## src/rtl/assert_macros.svh

```systemverilog
// Assertion macros shared by the RTL of the line wrapper.
// In simulation they expand to concurrent assertions.
// When SYNTHESIS is defined they expand to nothing.
`ifndef ASSERT_MACROS_SVH
`define ASSERT_MACROS_SVH
`ifndef SYNTHESIS
// The expression must hold at every rising edge outside reset.
`define ASSERT_ALWAYS(lbl, clk, rstn, expr) \
	lbl: assert property (@(posedge clk) disable iff (!(rstn)) (expr)) \
		else $error("assertion failed");
// When the antecedent holds, the consequent must hold in the following cycle.
`define ASSERT_NEXT(lbl, clk, rstn, ante, cons) \
	lbl: assert property (@(posedge clk) disable iff (!(rstn)) (ante) |=> (cons)) \
		else $error("assertion failed");
`else
`define ASSERT_ALWAYS(lbl, clk, rstn, expr)
`define ASSERT_NEXT(lbl, clk, rstn, ante, cons)
`endif
`endif

```

## src/rtl/gtlw_pkg.sv

```systemverilog
// ----------------------------------------------------------------------------
// gtlw_pkg
// Types, constants and helpers shared by the greedy text line wrapper.
// ----------------------------------------------------------------------------
`timescale 1ns / 1ps

package gtlw_pkg;

	// Code points with a special meaning.
	localparam logic [20:0] CP_END        = 21'h000000;
	localparam logic [20:0] CP_NEWLINE    = 21'h00000A;
	localparam logic [20:0] CP_SPACE      = 21'h000020;
	localparam logic [20:0] CP_IDEO_COMMA = 21'h003001;
	localparam logic [20:0] CP_IDEO_STOP  = 21'h003002;

	// Register indexes on the configuration port.
	typedef enum logic [1:0] {
		CFG_COLUMN_LIMIT    = 2'd0,
		CFG_ROW_LIMIT       = 2'd1,
		CFG_MULTILINE_ENABLE = 2'd2
	} cfg_index_t;

	// Reset values of the registers.
	localparam logic [7:0] RST_COLUMN_LIMIT    = 8'd16;
	localparam logic [7:0] RST_ROW_LIMIT       = 8'd4;
	localparam logic       RST_MULTILINE_ENABLE = 1'b1;

	// Default bound on the number of lines.
	localparam int DEF_MAX_LINES = 8;

	typedef struct packed {
		logic [7:0] column_limit;
		logic [7:0] row_limit;
		logic       multiline_enable;
	} wrap_cfg_t;

	// Running state of the wrapper, apart from the row number.
	typedef struct packed {
		logic [8:0] pending_count;
		logic [8:0] break_position;
		logic       break_valid;
		logic       drop_space;
		logic [7:0] longest_so_far;
		logic       overflow;
		logic       halted;
		logic       row_has_text;
	} wrap_state_t;

	// One result beat, with a flag saying whether the step produced one.
	typedef struct packed {
		logic       present;
		logic       line_valid;
		logic [2:0] line_index;
		logic [7:0] line_length;
		logic       string_end;
		logic [3:0] line_total;
		logic [7:0] longest_line;
		logic       overflowed;
	} wrap_result_t;

	// Saturates a nine-bit length to eight bits.
	function automatic logic [7:0] sat8(input logic [8:0] v);
		return v[8] ? 8'hFF : v[7:0];
	endfunction

endpackage

```

## src/rtl/greedy_text_line_wrapper.sv

```systemverilog
// ----------------------------------------------------------------------------
// greedy_text_line_wrapper
// Greedy word wrap of a code point stream into a box of rows and columns.
// ----------------------------------------------------------------------------
// Usage:
//   Code points enter on in_valid / in_stall with code_point as the payload;
//   a beat is taken at a rising edge with in_valid high and in_stall low.
//   Results leave on out_valid / out_stall in the same way. A text character
//   gives a result only when it completes a line; a newline gives one while
//   the box has room; code point 0 gives the end-of-string summary and clears
//   the running state. A beat is held in the input register and its result
//   is written to the output register. The block takes one code point per
//   cycle while the receiver does not stall, with the combinational step
//   logic between the input and output registers. When the receiver stalls,
//   the result is held and the input register keeps its beat; in_stall rises
//   only while the input register is full and its result cannot be written.
//   Configuration writes on cfg_wr_en / cfg_index / cfg_data take effect on
//   the next edge; an index beyond the list is ignored. Reset clears the
//   wrapping state and loads 16 columns, 4 rows and multiline mode.
// ----------------------------------------------------------------------------
`timescale 1ns / 1ps
`include "assert_macros.svh"

module greedy_text_line_wrapper
	import gtlw_pkg::*;
#(
	parameter int MAX_LINES = DEF_MAX_LINES
) (
	input  logic        clk,
	input  logic        arst_n,
	input  logic        cfg_wr_en,
	input  logic [1:0]  cfg_index,
	input  logic [7:0]  cfg_data,
	input  logic        in_valid,
	output logic        in_stall,
	input  logic [20:0] code_point,
	output logic        out_valid,
	input  logic        out_stall,
	output logic        line_valid,
	output logic [2:0]  line_index,
	output logic [7:0]  line_length,
	output logic        string_end,
	output logic [3:0]  line_total,
	output logic [7:0]  longest_line,
	output logic        overflowed
);

	localparam int ROW_W = (MAX_LINES > 1) ? $clog2(MAX_LINES) : 1;

	wrap_cfg_t        cfg_q;
	wrap_state_t      state_q;
	wrap_state_t      state_n;
	logic [ROW_W-1:0] row_q;
	logic [ROW_W-1:0] row_n;
	wrap_result_t     res;
	wrap_result_t     out_q;
	logic             valid_s1;
	logic [20:0]      code_s1;
	logic             out_valid_q;
	logic             advance;
	logic             accept;

	// Configuration registers.
	always_ff @(posedge clk or negedge arst_n) begin
		if (!arst_n) begin
			cfg_q.column_limit     <= RST_COLUMN_LIMIT;
			cfg_q.row_limit        <= RST_ROW_LIMIT;
			cfg_q.multiline_enable <= RST_MULTILINE_ENABLE;
		end else if (cfg_wr_en) begin
			case (cfg_index)
				CFG_COLUMN_LIMIT:     cfg_q.column_limit     <= cfg_data;
				CFG_ROW_LIMIT:        cfg_q.row_limit        <= cfg_data;
				CFG_MULTILINE_ENABLE: cfg_q.multiline_enable <= cfg_data[0];
				default: begin
				end
			endcase
		end
	end

	// Handshake: the input beat is processed once the output register is free.
	assign advance  = valid_s1 && (!out_valid_q || !out_stall);
	assign in_stall = valid_s1 && !advance;
	assign accept   = in_valid && !in_stall;

	// Input register.
	always_ff @(posedge clk or negedge arst_n) begin
		if (!arst_n) begin
			valid_s1 <= 1'b0;
		end else if (accept) begin
			valid_s1 <= 1'b1;
		end else if (advance) begin
			valid_s1 <= 1'b0;
		end
	end

	always_ff @(posedge clk) begin
		if (accept) begin
			code_s1 <= code_point;
		end
	end

	// Step logic for the code point in the input register.
	gtlw_step #(
		.MAX_LINES (MAX_LINES)
	) u_step (
		.cfg        (cfg_q),
		.state      (state_q),
		.row        (row_q),
		.code_point (code_s1),
		.state_n    (state_n),
		.row_n      (row_n),
		.res        (res)
	);

	// Wrapping state, updated as each beat is processed.
	always_ff @(posedge clk or negedge arst_n) begin
		if (!arst_n) begin
			state_q <= '0;
			row_q   <= '0;
		end else if (advance) begin
			state_q <= state_n;
			row_q   <= row_n;
		end
	end

	// Output register.
	always_ff @(posedge clk or negedge arst_n) begin
		if (!arst_n) begin
			out_valid_q <= 1'b0;
		end else if (advance && res.present) begin
			out_valid_q <= 1'b1;
		end else if (!out_stall) begin
			out_valid_q <= 1'b0;
		end
	end

	always_ff @(posedge clk) begin
		if (advance && res.present) begin
			out_q <= res;
		end
	end

	assign out_valid    = out_valid_q;
	assign line_valid   = out_q.line_valid;
	assign line_index   = out_q.line_index;
	assign line_length  = out_q.line_length;
	assign string_end   = out_q.string_end;
	assign line_total   = out_q.line_total;
	assign longest_line = out_q.longest_line;
	assign overflowed   = out_q.overflowed;

	// Checks on the wrapper's own logic.
	`ASSERT_ALWAYS(a_result_kind, clk, arst_n, !out_valid_q || out_q.string_end || out_q.line_valid)
	`ASSERT_ALWAYS(a_halt_sets_overflow, clk, arst_n, !state_q.halted || state_q.overflow)
	`ASSERT_NEXT(a_end_clears, clk, arst_n, advance && code_s1 == CP_END, state_q == '0 && row_q == '0)
	`ASSERT_NEXT(a_end_reported, clk, arst_n, advance && code_s1 == CP_END, out_valid_q && out_q.string_end)

endmodule

```

## src/rtl/gtlw_step.sv

```systemverilog
// ----------------------------------------------------------------------------
// gtlw_step
// Next-state and result logic for one code point of the line wrapper.
// ----------------------------------------------------------------------------
`timescale 1ns / 1ps

module gtlw_step
	import gtlw_pkg::*;
#(
	parameter int MAX_LINES = DEF_MAX_LINES,
	localparam int ROW_W = (MAX_LINES > 1) ? $clog2(MAX_LINES) : 1
) (
	input  wrap_cfg_t          cfg,
	input  wrap_state_t        state,
	input  logic [ROW_W-1:0]   row,
	input  logic [20:0]        code_point,
	output wrap_state_t        state_n,
	output logic [ROW_W-1:0]   row_n,
	output wrap_result_t       res
);

	logic [7:0] rows;
	logic       zero_box;
	logic [8:0] row_ext;
	logic [8:0] row_inc;
	logic       last_row;
	logic       last_box_row;
	logic       is_break;
	logic [8:0] cnt;
	logic [8:0] bp;
	logic [8:0] len9;
	logic [7:0] len;
	logic       rht;

	// Limits seen by this step. The line store bound only stops the next row
	// from opening; the choice between a wrap and a cut follows the box alone.
	assign rows         = cfg.multiline_enable ? cfg.row_limit : 8'd1;
	assign zero_box     = (cfg.column_limit == 8'd0) || (cfg.row_limit == 8'd0);
	assign row_ext      = 9'(row);
	assign row_inc      = row_ext + 9'd1;
	assign last_box_row = row_inc >= {1'b0, rows};
	assign last_row     = (row_inc >= 9'(MAX_LINES)) || last_box_row;
	assign is_break = (code_point == CP_SPACE) || (code_point == CP_IDEO_COMMA)
		|| (code_point == CP_IDEO_STOP);

	always_comb begin
		state_n = state;
		row_n   = row;
		res     = '0;
		cnt     = state.pending_count + 9'd1;
		bp      = state.break_position;
		len9    = '0;
		len     = '0;
		rht     = state.row_has_text;

		if (code_point == CP_END) begin
			// End of string: close the last line and report the summary.
			if (!state.halted && !zero_box) begin
				len = sat8(state.pending_count);
				rht = (len != 8'd0);
				if (len > state_n.longest_so_far) begin
					state_n.longest_so_far = len;
				end
				if (!(row_ext == 9'd0 && !rht)) begin
					res.line_valid  = 1'b1;
					res.line_index  = row_ext[2:0];
					res.line_length = len;
				end
			end
			res.present      = 1'b1;
			res.string_end   = 1'b1;
			res.line_total   = (row_ext == 9'd0 && !rht) ? 4'd0 : row_inc[3:0];
			res.longest_line = state_n.longest_so_far;
			res.overflowed   = state.overflow;
			state_n          = '0;
			row_n            = '0;
		end else if (state.halted) begin
			// Text after the box filled up is ignored.
		end else if (zero_box) begin
			state_n.overflow = 1'b1;
			state_n.halted   = 1'b1;
		end else begin
			if (code_point == CP_NEWLINE) begin
				// A newline closes the line as it stands.
				len                   = sat8(state.pending_count);
				state_n.pending_count = '0;
			end else begin
				// Text character, possibly a break point.
				if (is_break) begin
					bp                  = cnt;
					state_n.break_valid = 1'b1;
					state_n.drop_space  = (code_point == CP_SPACE);
				end
				state_n.pending_count = cnt;
				if (cnt > {1'b0, cfg.column_limit}) begin
					// The line is full: wrap at the break or cut at the limit.
					if (!state_n.break_valid || last_box_row) begin
						bp                 = {1'b0, cfg.column_limit};
						state_n.overflow   = 1'b1;
						state_n.drop_space = 1'b0;
					end
					if (bp > cnt) begin
						bp = cnt;
					end
					state_n.pending_count = cnt - bp;
					len9 = bp - ((state_n.drop_space && bp != 9'd0) ? 9'd1 : 9'd0);
					len  = sat8(len9);
				end
				state_n.break_position = bp;
			end

			// A completed line is reported and, unless it was the last row, the next row opened.
			if (code_point == CP_NEWLINE || cnt > {1'b0, cfg.column_limit}) begin
				state_n.row_has_text = (len != 8'd0);
				if (len > state_n.longest_so_far) begin
					state_n.longest_so_far = len;
				end
				res.present         = 1'b1;
				res.line_valid      = 1'b1;
				res.line_index      = row_ext[2:0];
				res.line_length     = len;
				state_n.break_valid = 1'b0;
				if (last_row) begin
					state_n.overflow = 1'b1;
					state_n.halted   = 1'b1;
				end else begin
					row_n                = ROW_W'(row_inc);
					state_n.row_has_text = 1'b0;
					state_n.drop_space   = 1'b0;
				end
			end
		end
	end

endmodule
```

## config.mk

```make
export PLATFORM = sky130hd
export DESIGN_NAME = greedy_text_line_wrapper
export DESIGN_NICKNAME = d
export VERILOG_FILES = /design/src/rtl/gtlw_pkg.sv /design/src/rtl/greedy_text_line_wrapper.sv /design/src/rtl/gtlw_step.sv
export VERILOG_INCLUDE_DIRS = /design/src /design/src/rtl
export SDC_FILE = /design/constraint.sdc
export NUM_CORES = 1
export LEC_CHECK = 0
export ABC_AREA = 1
export BUFFER_PORTS_ARGS = -buffer_cell sky130_fd_sc_hd__buf_4
export CAP_MARGIN = 40
export CORE_MARGIN = 3
export CORE_UTILIZATION = 40
export CTS_BUF_LIST = sky130_fd_sc_hd__clkbuf_4
export DETAILED_ROUTE_END_ITERATION = 10
export RECOVER_POWER = 25
export SKIP_LAST_GASP = 1
export SLEW_MARGIN = 20
export SYNTH_ARGS = -nofsm -noshare
export SYNTH_HDL_FRONTEND = slang
export SYNTH_SLANG_ARGS = --single-unit
```

## constraint.sdc

```tcl
create_clock -name clk -period 5.3 [get_ports clk]
set_input_delay 1.59 -clock clk [delete_from_list [all_inputs] [get_ports clk]]
set_output_delay 1.59 -clock clk [all_outputs]
set_load 0.01 [all_outputs]
```

Yosys cells after proc, flatten, opt, wreduce, memory -nomap -nowiden:

Index checks and enable logic that the tools add are counted.

* add/sub/neg operators: 4
* magnitude comparators: 6
* equal/unequal tests: 12
* multiplexer cells: 72
* bitwise operators: 1
* reduce and logical (&&, ||, !) cells: 46

Operators with widths (number)
* 9-bit two-way mux: 16
* 8-bit two-way mux: 11
* 13-bit two-way mux: 5
* 31-bit two-way mux: 2
* 21-bit by 14-bit equality test with 1-bit output (second input constant): 2
* 28-bit two-way mux: 1
* 12-bit two-way mux: 2
* 21-bit by 4-bit equality test with 1-bit output (second input constant): 1
* 21-bit by 6-bit equality test with 1-bit output (second input constant): 1
* 21-bit logical NOT: 1
* 1-bit two-way mux: 20
* 9-bit subtractor: 2
* 8-bit > comparator: 2
* 8-bit logical NOT: 2
* 8-bit nonzero test: 2
* 3-bit two-way mux: 5
* 14-bit two-way mux: 1
* 2-bit two-way mux: 7
* 4-bit AND reduction: 3
* 11-bit two-way mux: 1
* 5-bit AND reduction: 2
* 9-bit by 1-bit adder with 9-bit output (second input constant): 1
* 9-bit by 4-bit >= comparator with 1-bit output (second input constant): 1
* 9-bit by 8-bit >= comparator with 1-bit output: 1
* 20 further kinds: 49

* bits in registers: 100
* bits of input ports: 36
* output and inout port bits: 28

Depth between registers and ports, before layout:

Gate-level depths: netlist (run 1).

* depth after elaboration: 39
* mapped depth: 49
* gate-level depth less buffers: 47

Cells and area by module:

From an unflattened synthesis (run 1), not the netlist that was laid out.

* cell total of the unflattened synthesis: 989
* area total of the unflattened synthesis: 7438.4 µm²

By module, submodules not included
* gtlw_step: times used 1, cells each 706, area each 3841.2 µm², seq. area each 0.0 µm²
* greedy_text_line_wrapper: times used 1, cells each 283, area each 3597.2 µm², seq. area each 2741.4 µm²

Least setup slack after synthesis (run 1):

No wires, ideal clock.

* path kind: reg2reg
* start point: register row_q[0]
* end point: register state_q[10] in the netlist's numbering
* arrival time: 5.534 ns
* required time: 5.224 ns
* setup slack: -0.310 ns
* cell stages (with the launch flop): 44
* path buffers: 3
* clock period less this slack: 5.610 ns
* path through: dfrtp_1 > ha_1 > xor2_1 > ha_1 > nand2_1 > nand2_1 > nand3_1 > nand2_1 > nand2_1 > nand2_1 > nor2_2 > nand2_4 > buf_6 > nand2_2 > nand2_1 > ha_1 > a21oi_1 > nor2_1 > [8 not listed] > ha_1 > ha_1 > nand3_2 > nor2_4 > nand3_2 > nand2_4 > nand2_1 > nand2_1 > inv_1 > ha_1 > nand2_1 > o21ai_0 > a21oi_1 > o21a_1 > nor2_1 > buf_2 > nand2_1 > o21ai_1

* longest elaborated chain between the ends: 31
* elaborated cells between the ends (all ways): 40
* classes of those cells: add/sub (2); order compare (3); mux (30); reduce/logical (5)

RTL lines
* from (decl): line greedy_text_line_wrapper.sv:53 `logic [ROW_W-1:0] row_q;`
* from (signal assigned): line greedy_text_line_wrapper.sv:122 `row_q <= row_n;`
* 3-bit by 1-bit adder with 4-bit output (*): line gtlw_step.sv:40 `assign row_inc = row_ext + 9'd1;`
* named net u_step.row_inc[2]: line gtlw_step.sv:25 `logic [8:0] row_inc;`
* 9-bit by 8-bit >= comparator with 1-bit output (*): line gtlw_step.sv:41 `assign last_box_row = row_inc >= {1'b0, rows};`
* 1-bit logical OR (*): line gtlw_step.sv:97 `if (!state_n.break_valid || last_box_row) begin`
* 9-bit two-way mux: line gtlw_step.sv:97
* 9-bit two-way mux: line gtlw_step.sv:95 `if (cnt > {1'b0, cfg.column_limit}) begin`
* 9-bit two-way mux: line gtlw_step.sv:83 `if (code_point == CP_NEWLINE) begin`
* 9-bit two-way mux: line gtlw_step.sv:79 `end else if (zero_box) begin`
* [12 not listed]
* 9-bit subtractor (*): line gtlw_step.sv:106 `len9 = bp - ((state_n.drop_space && bp != 9'd0) ? 9'd1 : 9'd0);`
* 8-bit two-way mux (*): line gtlw_pkg.sv:63 `return v[8] ? 8'hFF : v[7:0];`
* 8-bit two-way mux (*): line gtlw_step.sv:95
* 8-bit two-way mux (*): line gtlw_step.sv:83
* 8-bit two-way mux (*): line gtlw_step.sv:79
* 8-bit two-way mux (*): line gtlw_step.sv:77 `end else if (state.halted) begin`
* 8-bit two-way mux (*): line gtlw_step.sv:56 `if (code_point == CP_END) begin`
* branches (longest 5 deep; another with 8-bit > comparator)
* to (signal assigned): line greedy_text_line_wrapper.sv:121 `state_q <= state_n;`
* to (decl): line greedy_text_line_wrapper.sv:51 `wrap_state_t state_q;`

Mark *: on every way through the listed nets, which the timed path passes. The select of a mux whose other input is x is not followed.
A chain may end at the register's enable or synchronous reset.

Final worst setup path (run 1):

* start point: register row_q[0]
* end point: register state_q[7] in the netlist's numbering

The elaborated chain is that of the path after synthesis.

==> out/results.ini, run 1 <==
[worst_setup_path]
crit_type = reg -> reg
worstSetupEndpoint = state_q[7]
arrival_ns = 6.23
worstSetupStartpointType = register
r2r_cells = 45
r2r-start = row_q[0]
critPathRequiredTime_ns = 5.68
end_kind = register
crit_start = row_q[0]
worst-path-max-fanout = 8
reg2reg_to = state_q[7]
r2r_slack_ns = -0.55
cpPeakStageDelay_ns = 0.45
cp_slowest_cell = dfrtp_1

[route]
initialDrtViolationCount = 568
viasPerCell = 5.100
routed_wl_mm = 20.49
first_pass_iters = 6
route.detailed.drc = 0
vias = 6518
wl_per_cell_um = 16.04
ant_nets = 0

[logic_synthesis]
synth_area_per_cell_um2 = 7.830
synthTopCellsByArea = edfxtp_1, dfrtp_1, nand2_1, ha_1, inv_1
synth_edf_count = 47
synth_ff_type = dfrtp_1
syn_inst = 868
synth_top_area_share_pct = 20.77
ys_seq_area_share_pct = 40.34
synthesis.nets = 955
synthArstFlopShare_pct = 53.00
netlist_area_um2 = 6797
ys_ff_latch = 100
yosys_warnings = 0
yosysMostFrequentCell = nand2_1
yosys-top-cells-count = nand2_1, inv_1, o21ai_0, nor2_1
yosysTopAreaCell = edfxtp_1
yosysUniqueCellTypes = 51

[cells_and_area]
instances_no_fill = 1278
drive_gt1_share_pct = 36.05
areaGrowthSynthToFinish_pct = 36.14
fillers = 1529
nets = 1139

[timing]
maxSlewHeadroom_pct = -99.86
period_minus_slack_ns = 5.853
worst_pin_slew_ns = 2.998
fmax_mhz = 170.9
final.setup_skew_ns = 0.02879
finalHoldWorstSlack_ns = 0.5078
fin_ws_ns = -0.5527
totalNegativeSetupSlack_ns = -6.166
hold_viol_final = 0
finalSetupViolCount = 13
fin_crit_sh_pct = 110.4
rsz0062_at_grt = yes
maxSlewViolCount = 54

[clocking]
clkTransAtPathRegs_ns = 0.17
htree_levels = 3
cts.sinks = 100
cts_tree = done
insertion_delay_ns = 0.49
cts_buffers = 9
clockBufferDepth = 2
cts-root-buf = clkbuf_4

[global_routing]
antenna_found_initial = 1
grt_start_max_net_pins = 54
grt_first_pass_wirelength_mm = 31.77
grt_pass1_vias = 6318
grt_overflow = 0
grt_usage_pct = 21.87

[placed_design]
hpwl_mm = 15.02
numPlacedInstances = 1216
place_congestion = 0.9453
port_buffers = 63

[status]
outcome = complete, but fails checks
violations = max-capacitance violations, max-slew violations, negative setup slack

[floorplan]
coreArea_um2 = 16580
dieArea_um2 = 18590
ioPinCount = 64
dieWidth_um = 136.4
rows = 47
die_h_um = 136.4
initial_core_util_pct = 40.98

[min_path]
hp-class = reg -> reg
holdCritStartpoint = state_q[11]

[power]
p_leak_nw = 4.325
pwr_density_cell_nw_per_um2 = 599.9
vdd_drop_max_uv = 300.5

[job]
drv_cap = 1

[placed cells by master, fill, tap and decap left out, types with 4 or more instances in the layout]
master / Yosys / layout
nor2_2: 9 / 11
nand4_1: 8 / 8
nor2_1: 67 / 60
nand3_2: 9 / 9
o21ai_1: 10 / 16
a21oi_2: 0 / 7
o211ai_1: 5 / 5
inv_1: 117 / 110
nand2_1: 209 / 178
dfrtp_1: 50 / 50
o22ai_1: 12 / 11
buf_4: 1 / 160
nor2_4: 4 / 9
o21ai_2: 0 / 6
nor3_1: 9 / 6
nand2_4: 5 / 23
ha_4: 0 / 18
inv_2: 11 / 18
ha_2: 0 / 4
xor2_1: 6 / 5
nand3_1: 41 / 36
nand2_2: 26 / 39
edfxtp_1: 47 / 47
ha_1: 50 / 28
o21ai_0: 73 / 60
buf_6: 5 / 5
a21oi_1: 41 / 33
clkbuf_4: 0 / 32
nand3_4: 1 / 6
[through the flow]
step	power, mW	util (%)	area [µm²]	setup slack (ns)
after floorplan	2.877	-	6908	-0.05926
after global placement	3.896	49.22	8162	-0.4508
after detailed placement	3.920	49.22	8162	-0.5810
after CTS	5.052	54.03	8960	-0.4403
after global routing	5.953	55.79	9253	-0.9064
final	5.551	55.79	9253	-0.5527
[worst min-delay path by stage]
stage / to / slack (ns) / cells past startpoint
2_1_floorplan: state_q[0] / 0.45 / 2
3_3_place_gp: state_q[11] / 0.46 / 2
3_5_place_dp: state_q[0] / 0.47 / 2
4_1_cts: state_q[11] / 0.51 / 2
5_1_grt: state_q[11] / 0.53 / 2
6_report: state_q[11] / 0.51 / 2
[cell families after synthesis]
family / share of synthesized area (%)
AOI/OAI and AO/OA: 11.95
and+or+nand+nor: 27.78
xor gates and xnor gates: 1.270
muxes: 0.1473
DFF: 40.34
adders and majority gates: 9.499
buffers and inverters: 9.021
[worst max-delay path: cells and delay by family (launching register included)]
| kind | cells | cell delay, ns |
|---|---|---|
| buffers and inverters | 6 | 0.71 |
| and+or+nand+nor | 29 | 2.62 |
| xor gates and xnor gates | 1 | 0.15 |
| adders and majority gates | 6 | 1.38 |
| AOI/OAI and AO/OA | 3 | 0.42 |
| DFF | 1 | 0.45 |
[state kept, by name, indices dropped and copies added, names as in the netlist]
name and flops:
line_index 3, line_length 8, valid_s1 1, longest_line 8
code_s1 21, cfg_q 17, line_valid 1, row_q 3
line_total 4, string_end 1, overflowed 1, out_valid 1
state_q 31
[report_power, final]
group | total, mW | switching (mW) | internal [mW]
sequential | 1.01 | 0.0883 | 0.919
combinational | 4.16 | 2.21 | 1.94
clock | 0.387 | 0.279 | 0.108
[what timing repair did]
action	4_1_cts	5_1_grt
resized for setup	83	53
gates cloned	3	0
buffers inserted	35	7
hold buffers	0	0
endpoints found under the setup margin	10	21
pin swaps	40	25
[per-layer routing]
layer	track usage (%)	wire length, µm	up-vias
met5	0	0	-
met4	9.183	792	0
met3	3.405	910	60
met2	36.43	9872	207
met1	28.26	8918	3027
li1	-	-	3224
[cell type report]
class                   instances  area (µm²)  area share, %
multi-input cells             618        4091          44.22
flip-flops and latches        100        2741          29.63
repair buffers                192        1509          16.31
inverters                     130       505.5          5.463
well taps                     220       275.3          2.975
clock buffers                  10       75.07         0.8114
clock inverters                 6       46.29         0.5003
repair inverters                1       6.256        0.06761
diodes                          1       2.502        0.02705
No activity file was read; power rests on OpenSTA's default activity.
==> inputs of run 2 (changes only) <==
--- a/config.mk
+++ b/config.mk
@@ -6,12 +6,12 @@
 export SDC_FILE = /design/constraint.sdc
 export NUM_CORES = 1
 export LEC_CHECK = 0
-export ABC_AREA = 1
 export BUFFER_PORTS_ARGS = -buffer_cell sky130_fd_sc_hd__buf_4
 export CAP_MARGIN = 40
 export CORE_MARGIN = 3
 export CORE_UTILIZATION = 40
 export CTS_BUF_LIST = sky130_fd_sc_hd__clkbuf_4
+export CTS_CLUSTER_DIAMETER = 50
 export DETAILED_ROUTE_END_ITERATION = 10
 export RECOVER_POWER = 25
 export SKIP_LAST_GASP = 1
==> run 2 against run 1 <==
The run still ends with max-capacitance violations, max-slew violations, negative setup slack left; global-route usage up 2.0 points; non-clock buffer count up 42; sequential power about the same; critical path depth down 6; core utilization up 3.4 points; die area down 4.4%; final cell count down 13%; clock skew up 0.011 ns; synthesized cell count down 22%.
==> out/results.ini, run 2 <==
[status]
outcome = complete, but fails checks
violations = max-capacitance violations, max-slew violations, negative setup slack

[min_path]
holdPathStages = 2
hold_end = state_q[11]
holdCritStartpoint = state_q[11]
hp-class = reg -> reg

[cells_and_area]
antenna_cells = 0
nets = 986
multi_input_area_um2 = 4043
register_area_um2 = 2741
final_cell_mix = buf_4, nor2_1, nand2_1
final_area_um2 = 9206
reg_top3 = state_q: 31 flops, code_s1: 21 flops, cfg_q: 17 flops
drive_gt1_share_pct = 40.60
final_common_cell = buf_4
instances_no_fill = 1115
largest_reg_flops = 31
fillers = 1377
max_flop_register = state_q
areaGrowthSynthToFinish_pct = 41.91

[worst_setup_path]
cpPeakStageDelay_ns = 0.56
crit_type = reg -> reg
arrival_ns = 7.68
reg2reg_to = state_q[8]
r2r_slack_ns = -1.95
worstSetupStartpointType = register
r2r_cells = 39
worst-path-max-fanout = 8
critPathRequiredTime_ns = 5.72
end_kind = register
r2r-start = code_s1[10]
cp_slowest_cell = or4_4

[logic_synthesis]
synth_top_area_share_pct = 21.76
netlist_area_um2 = 6487
synth_ff_type = dfrtp_1
ys_seq_area_share_pct = 42.26
synthArstFlopShare_pct = 53.00
yosys-top-cells-count = nor2_1, nand2_1, dfrtp_1, ha_1, inv_1
yosysTopAreaCell = edfxtp_1
yosys.area_share.simple_pct = 17.99
synth-adder-area-share_pct = 9.952
synth_compound_area_share_pct = 19.56
ys_ff_latch = 100
yosys_warnings = 0
synthesis.nets = 760
synth_top_family_by_area = compound AO/OA/AOI/OAI gates
synthXorXnorAreaFrac_pct = 3.221
synthMuxAreaShare_pct = 2.816
synth_edf_count = 47
yosysMostFrequentCell = nor2_1
synth_area_per_cell_um2 = 9.640
synthTopCellsByArea = edfxtp_1, dfrtp_1, ha_1, nor2_1, nand2_1
yosysUniqueCellTypes = 76
syn_inst = 673

[route]
wl_per_cell_um = 19.03
ant_nets = 0
vias = 6097
initialDrtViolationCount = 369
first_pass_iters = 5
route.detailed.drc = 0
viasPerCell = 5.468
routed_wl_mm = 21.21

[global_routing]
grt_first_pass_wirelength_mm = 33.18
grt_start_max_net_pins = 54
antenna_found_initial = 0
grt_usage_pct = 23.88
grt_pass1_vias = 6081
grt_overflow = 0

[clocking]
clkTransAtPathRegs_ns = 0.18
clockBufferDepth = 2
cts_buffers = 9
cts_tree = done
htree_levels = 3
cts.sinks = 100
insertion_delay_ns = 0.51
cts-root-buf = clkbuf_4
postCtsHoldBufs = 0

[placed_design]
hpwl_mm = 16.41
place_congestion = 0.9353
numPlacedInstances = 1077
port_buffers = 63
place_area_um2 = 8392

[timing]
hold_viol_final = 0
fmax_mhz = 137.8
maxSlewHeadroom_pct = -106.5
period_minus_slack_ns = 7.254
maxSlewViolCount = 52
fin_crit_sh_pct = 136.9
final.setup_skew_ns = 0.03959
rsz0062_at_grt = yes
worst_pin_slew_ns = 3.098
finalSetupViolCount = 22
fin_ws_ns = -1.954

[floorplan]
dieArea_um2 = 17780
coreArea_um2 = 15540
initial_core_util_pct = 41.75
die_h_um = 133.4
dieWidth_um = 133.4
rows = 45
ioPinCount = 64

[power]
pwr_density_cell_nw_per_um2 = 606.0
vdd_drop_max_uv = 282.6
p_total_mw = 5.579
p_leak_nw = 4.101

[job]
drv_cap = 1

run 2: changes by cell type in the layout (fill, tap and decap cells not counted), sizes merged, moves of 12 or more:
cell / previous run / this run
clkbuf: 33 / 17
a21o: 1 / 13
nand3: 51 / 21
buf: 169 / 226
nand2: 240 / 64
inv: 135 / 53
o21ai: 83 / 52
run 2: metal layers:
layer / share of wire [%] / up-vias / wire length, µm / global-route usage (%)
met5: 0 / - / 0 / 0
met1: 46 / 2989 / 9728 / 33.25
met2: 48 / 165 / 10190 / 40.10
li1: - / 2915 / - / -
met3: 4.4 / 28 / 929 / 2.795
met4: 1.7 / 0 / 361 / 5.600
run 2: worst max-delay path by stage:
stage | endpoint | cells past startpoint | slack, ns | start
CTS | state_q[8] | 39 | -2.04 | code_s1[15]
global placement | state_q[4] | 37 | -2.05 | code_s1[10]
floorplan | state_q[5] | 38 | -1.69 | code_s1[10]
global route | state_q[8] | 39 | -2.39 | code_s1[10]
finish | state_q[8] | 39 | -1.95 | code_s1[10]
detailed placement | state_q[4] | 37 | -2.16 | code_s1[10]
run 2: logic make-up after synthesis:
logic type / after synthesis
AND/OR/NAND/NOR: 234
AO/OA/AOI/OAI: 179
flip-flops: 100
buffers and inverters: 69
adder cells (fa/ha/maj): 51
XOR/XNOR: 23
multiplexers: 17
run 2: through the flow:
stage	setup slack (ns)	util (%)	hold slack [ns]	TNS (ns)
detailed placement	-2.155	54.00	0.4643	-26.41
global route	-2.394	59.24	0.5569	-29.91
CTS	-2.043	56.27	0.5112	-24.05
global placement	-2.049	54.00	0.4679	-25.30
finish	-1.954	59.24	0.5066	-23.05
floorplan	-1.691	-	0.4436	-15.52
run 2: what timing repair did:
action,4_1_cts,5_1_grt
gates resized for setup,29,81
endpoints found under the setup margin,22,23
buffers inserted,11,15
pin swaps,29,57
run 2: where the power goes:
part / switching, mW / internal [mW] / leakage [nW]
clock network: 0.302 / 0.151 / 0.0780
registers: 0.0932 / 0.940 / 1.15
logic: 2.15 / 1.94 / 2.88
total: 2.54 / 3.03 / 4.10
run 2: layout make-up:
class | instances | share of cell area [%]
Timing Repair Buffer | 234 | 19.79
Sequential cell | 100 | 29.78
Inverter | 50 | 2.039
Clock buffer | 9 | 0.7339
Clock inverter | 7 | 0.8834
Tap cell | 211 | 2.868
Multi-Input combinational cell | 504 | 43.91
run 2: critical path, delay by kind of cell, from the launching register on:
kind	cells	cell delay, ns
simple gates	16	2.84
compound gates	14	2.42
fa+ha+maj	4	0.90
buf+inv	4	0.45
flops	1	0.40
xor+xnor	1	0.16
==> inputs of run 3 (changes only) <==
--- a/config.mk
+++ b/config.mk
@@ -6,6 +6,7 @@
 export SDC_FILE = /design/constraint.sdc
 export NUM_CORES = 1
 export LEC_CHECK = 0
+export ABC_AREA = 1
 export BUFFER_PORTS_ARGS = -buffer_cell sky130_fd_sc_hd__buf_4
 export CAP_MARGIN = 40
 export CORE_MARGIN = 3
@@ -13,7 +14,9 @@
 export CTS_BUF_LIST = sky130_fd_sc_hd__clkbuf_4
 export CTS_CLUSTER_DIAMETER = 50
 export DETAILED_ROUTE_END_ITERATION = 10
+export GPL_TIMING_DRIVEN = 0
 export RECOVER_POWER = 25
+export SETUP_SLACK_MARGIN = 0.02
 export SKIP_LAST_GASP = 1
 export SLEW_MARGIN = 20
 export SYNTH_ARGS = -nofsm -noshare
==> run 3 against run 2 <==
The flow still finishes with violations (max-capacitance violations, max-slew violations, negative setup slack); first-iteration DRC count grew 8.1%; clock power grew 8.1%; core utilization shrank 6.5 points; largest power group unchanged.
==> out/results.ini, run 3 (same netlist as run 1, synthesis figures left out) <==
[status]
outcome = complete, but fails checks
violations = max-capacitance violations, max-slew violations, negative setup slack

[placed_design]
port_buffers = 63
post-place-ws_ns = -0.9931
numPlacedInstances = 1151
hpwl_mm = 13.81
place_congestion = 0.9187
place_area_um2 = 7664

[worst_setup_path]
arrival_ns = 6.42
r2r_slack_ns = -0.72
cp_slowest_cell = dfrtp_2
cpPeakStageDelay_ns = 0.49
r2r-start = row_q[0]
end_kind = register
worst-path-max-fanout = 6
crit_type = reg -> reg
reg2reg_to = state_q[6]
r2r_cells = 46
critPathRequiredTime_ns = 5.70
worstSetupStartpointType = register
path_common_cell = nand2_2

[timing]
maxSlewHeadroom_pct = -102.1
final.setup_skew_ns = 0.03633
rsz0062_at_grt = yes
period_minus_slack_ns = 6.020
finalSetupViolCount = 16
fmax_mhz = 166.1
maxSlewViolCount = 54
totalNegativeSetupSlack_ns = -6.041
fin_crit_sh_pct = 113.6
worst_pin_slew_ns = 3.032
hold_viol_final = 0
fin_ws_ns = -0.7202

[cells_and_area]
nets = 1069
areaGrowthSynthToFinish_pct = 28.76
final_common_cell = nand2_1
final_cell_mix = nand2_1, inv_1, buf_4
largest_reg_flops = 31
drive_gt1_share_pct = 31.21
final_area_um2 = 8751
instances_no_fill = 1208
max_flop_register = state_q
reg_top3 = state_q: 31 flops, code_s1: 21 flops, cfg_q: 17 flops

[clocking]
postCtsHoldBufs = 0
clockBufferDepth = 2
cts_tree = done
clkTransAtPathRegs_ns = 0.16
cts.sinks = 100
cts-root-buf = clkbuf_4
insertion_delay_ns = 0.51
htree_levels = 3
cts_buffers = 9

[floorplan]
dieArea_um2 = 18590
coreArea_um2 = 16580
rows = 47
initial_core_util_pct = 40.98
die_h_um = 136.4
dieWidth_um = 136.4
ioPinCount = 64

[min_path]
holdPathStages = 2
hp-class = reg -> reg
holdCritStartpoint = state_q[11]
hold_end = state_q[11]

[route]
route.detailed.drc = 0
viasPerCell = 5.184
vias = 6262
first_pass_iters = 5
initialDrtViolationCount = 399
wl_per_cell_um = 15.72
routed_wl_mm = 18.98
ant_nets = 0

[power]
pwr_density_cell_nw_per_um2 = 568.2
vdd_drop_max_uv = 306.0
p_leak_nw = 4.002
sw_frac_of_total_pct = 48.08
p_sw_mw = 2.391
sequentialPowerShare_pct = 20.2
clock_power_share_pct = 9.9
combPwrFrac_pct = 69.9
p_int_mw = 2.582

[global_routing]
grt_pass1_vias = 5955
antenna_found_initial = 1
grt_start_max_net_pins = 54
grt_usage_pct = 20.73
grt_overflow = 0
grt_first_pass_wirelength_mm = 29.86

[job]
drv_cap = 1

run 3: final cells by class:
class,count,area [µm²]
diodes,1,2.502
plain buffers,20,153.9
clock buffers,9,67.56
clock inverters,7,105.1
fillers,1597,7833
inverters,130,500.5
multi-input cells,618,4039
flip-flops and latches,100,2744
well taps,220,275.3
repair buffers,103,863.3
run 3: repair_timing:
action	4_1_cts	5_1_grt
resized for setup	74	67
pin swaps	49	54
buffers inserted	22	14
endpoints found under the setup margin	19	21
gates cloned	3	1
hold endpoints to repair	0	0
run 3: worst max path at each step:
stage,startpoint,endpoint,slack (ns),cells past startpoint
after floorplan,row_q[0],state_q[10],-0.06,45
after global placement,row_q[0],state_q[5],-0.96,49
after detailed placement,row_q[0],state_q[4],-0.99,49
after CTS,row_q[0],state_q[6],-0.51,50
after global routing,row_q[0],state_q[10],-0.99,48
final,row_q[0],state_q[6],-0.72,46
run 3: critical path: cells and delay by family (launching register included):
kind	cells	cell delay (ns)
simple gates	27	2.50
fa+ha+maj	6	1.28
buf+inv	7	0.72
compound gates	5	0.75
flops	1	0.49
xor+xnor	1	0.18
run 3: stage by stage:
stage	hold WS (ns)	util [%]	total power [mW]
6_report	0.4996	52.77	4.973
5_1_grt	0.5347	52.77	5.384
4_1_cts	0.5032	50.51	4.422
3_5_place_dp	0.4682	46.21	3.448
3_3_place_gp	0.4721	46.17	3.431
2_1_floorplan	0.4492	-	2.877
run 3: power by group through the flow:
stage,clock [mW],sequential [mW],combinational [mW]
2_1_floorplan,0,0.988,1.89
3_3_place_gp,0,1.01,2.42
3_5_place_dp,0,1.02,2.43
4_1_cts,0.504,1.00,2.92
5_1_grt,0.535,1.02,3.83
6_report,0.491,1.00,3.48
run 3: metal layers:
layer	wire length [µm]	GRT usage, %	share of wire (%)	vias up
li1	-	-	-	3093
met1	8468	27.64	45	2946
met2	9003	33.85	47	169
met3	888	4.034	4.7	54
met4	624	6.943	3.3	0
met5	0	0	0	-
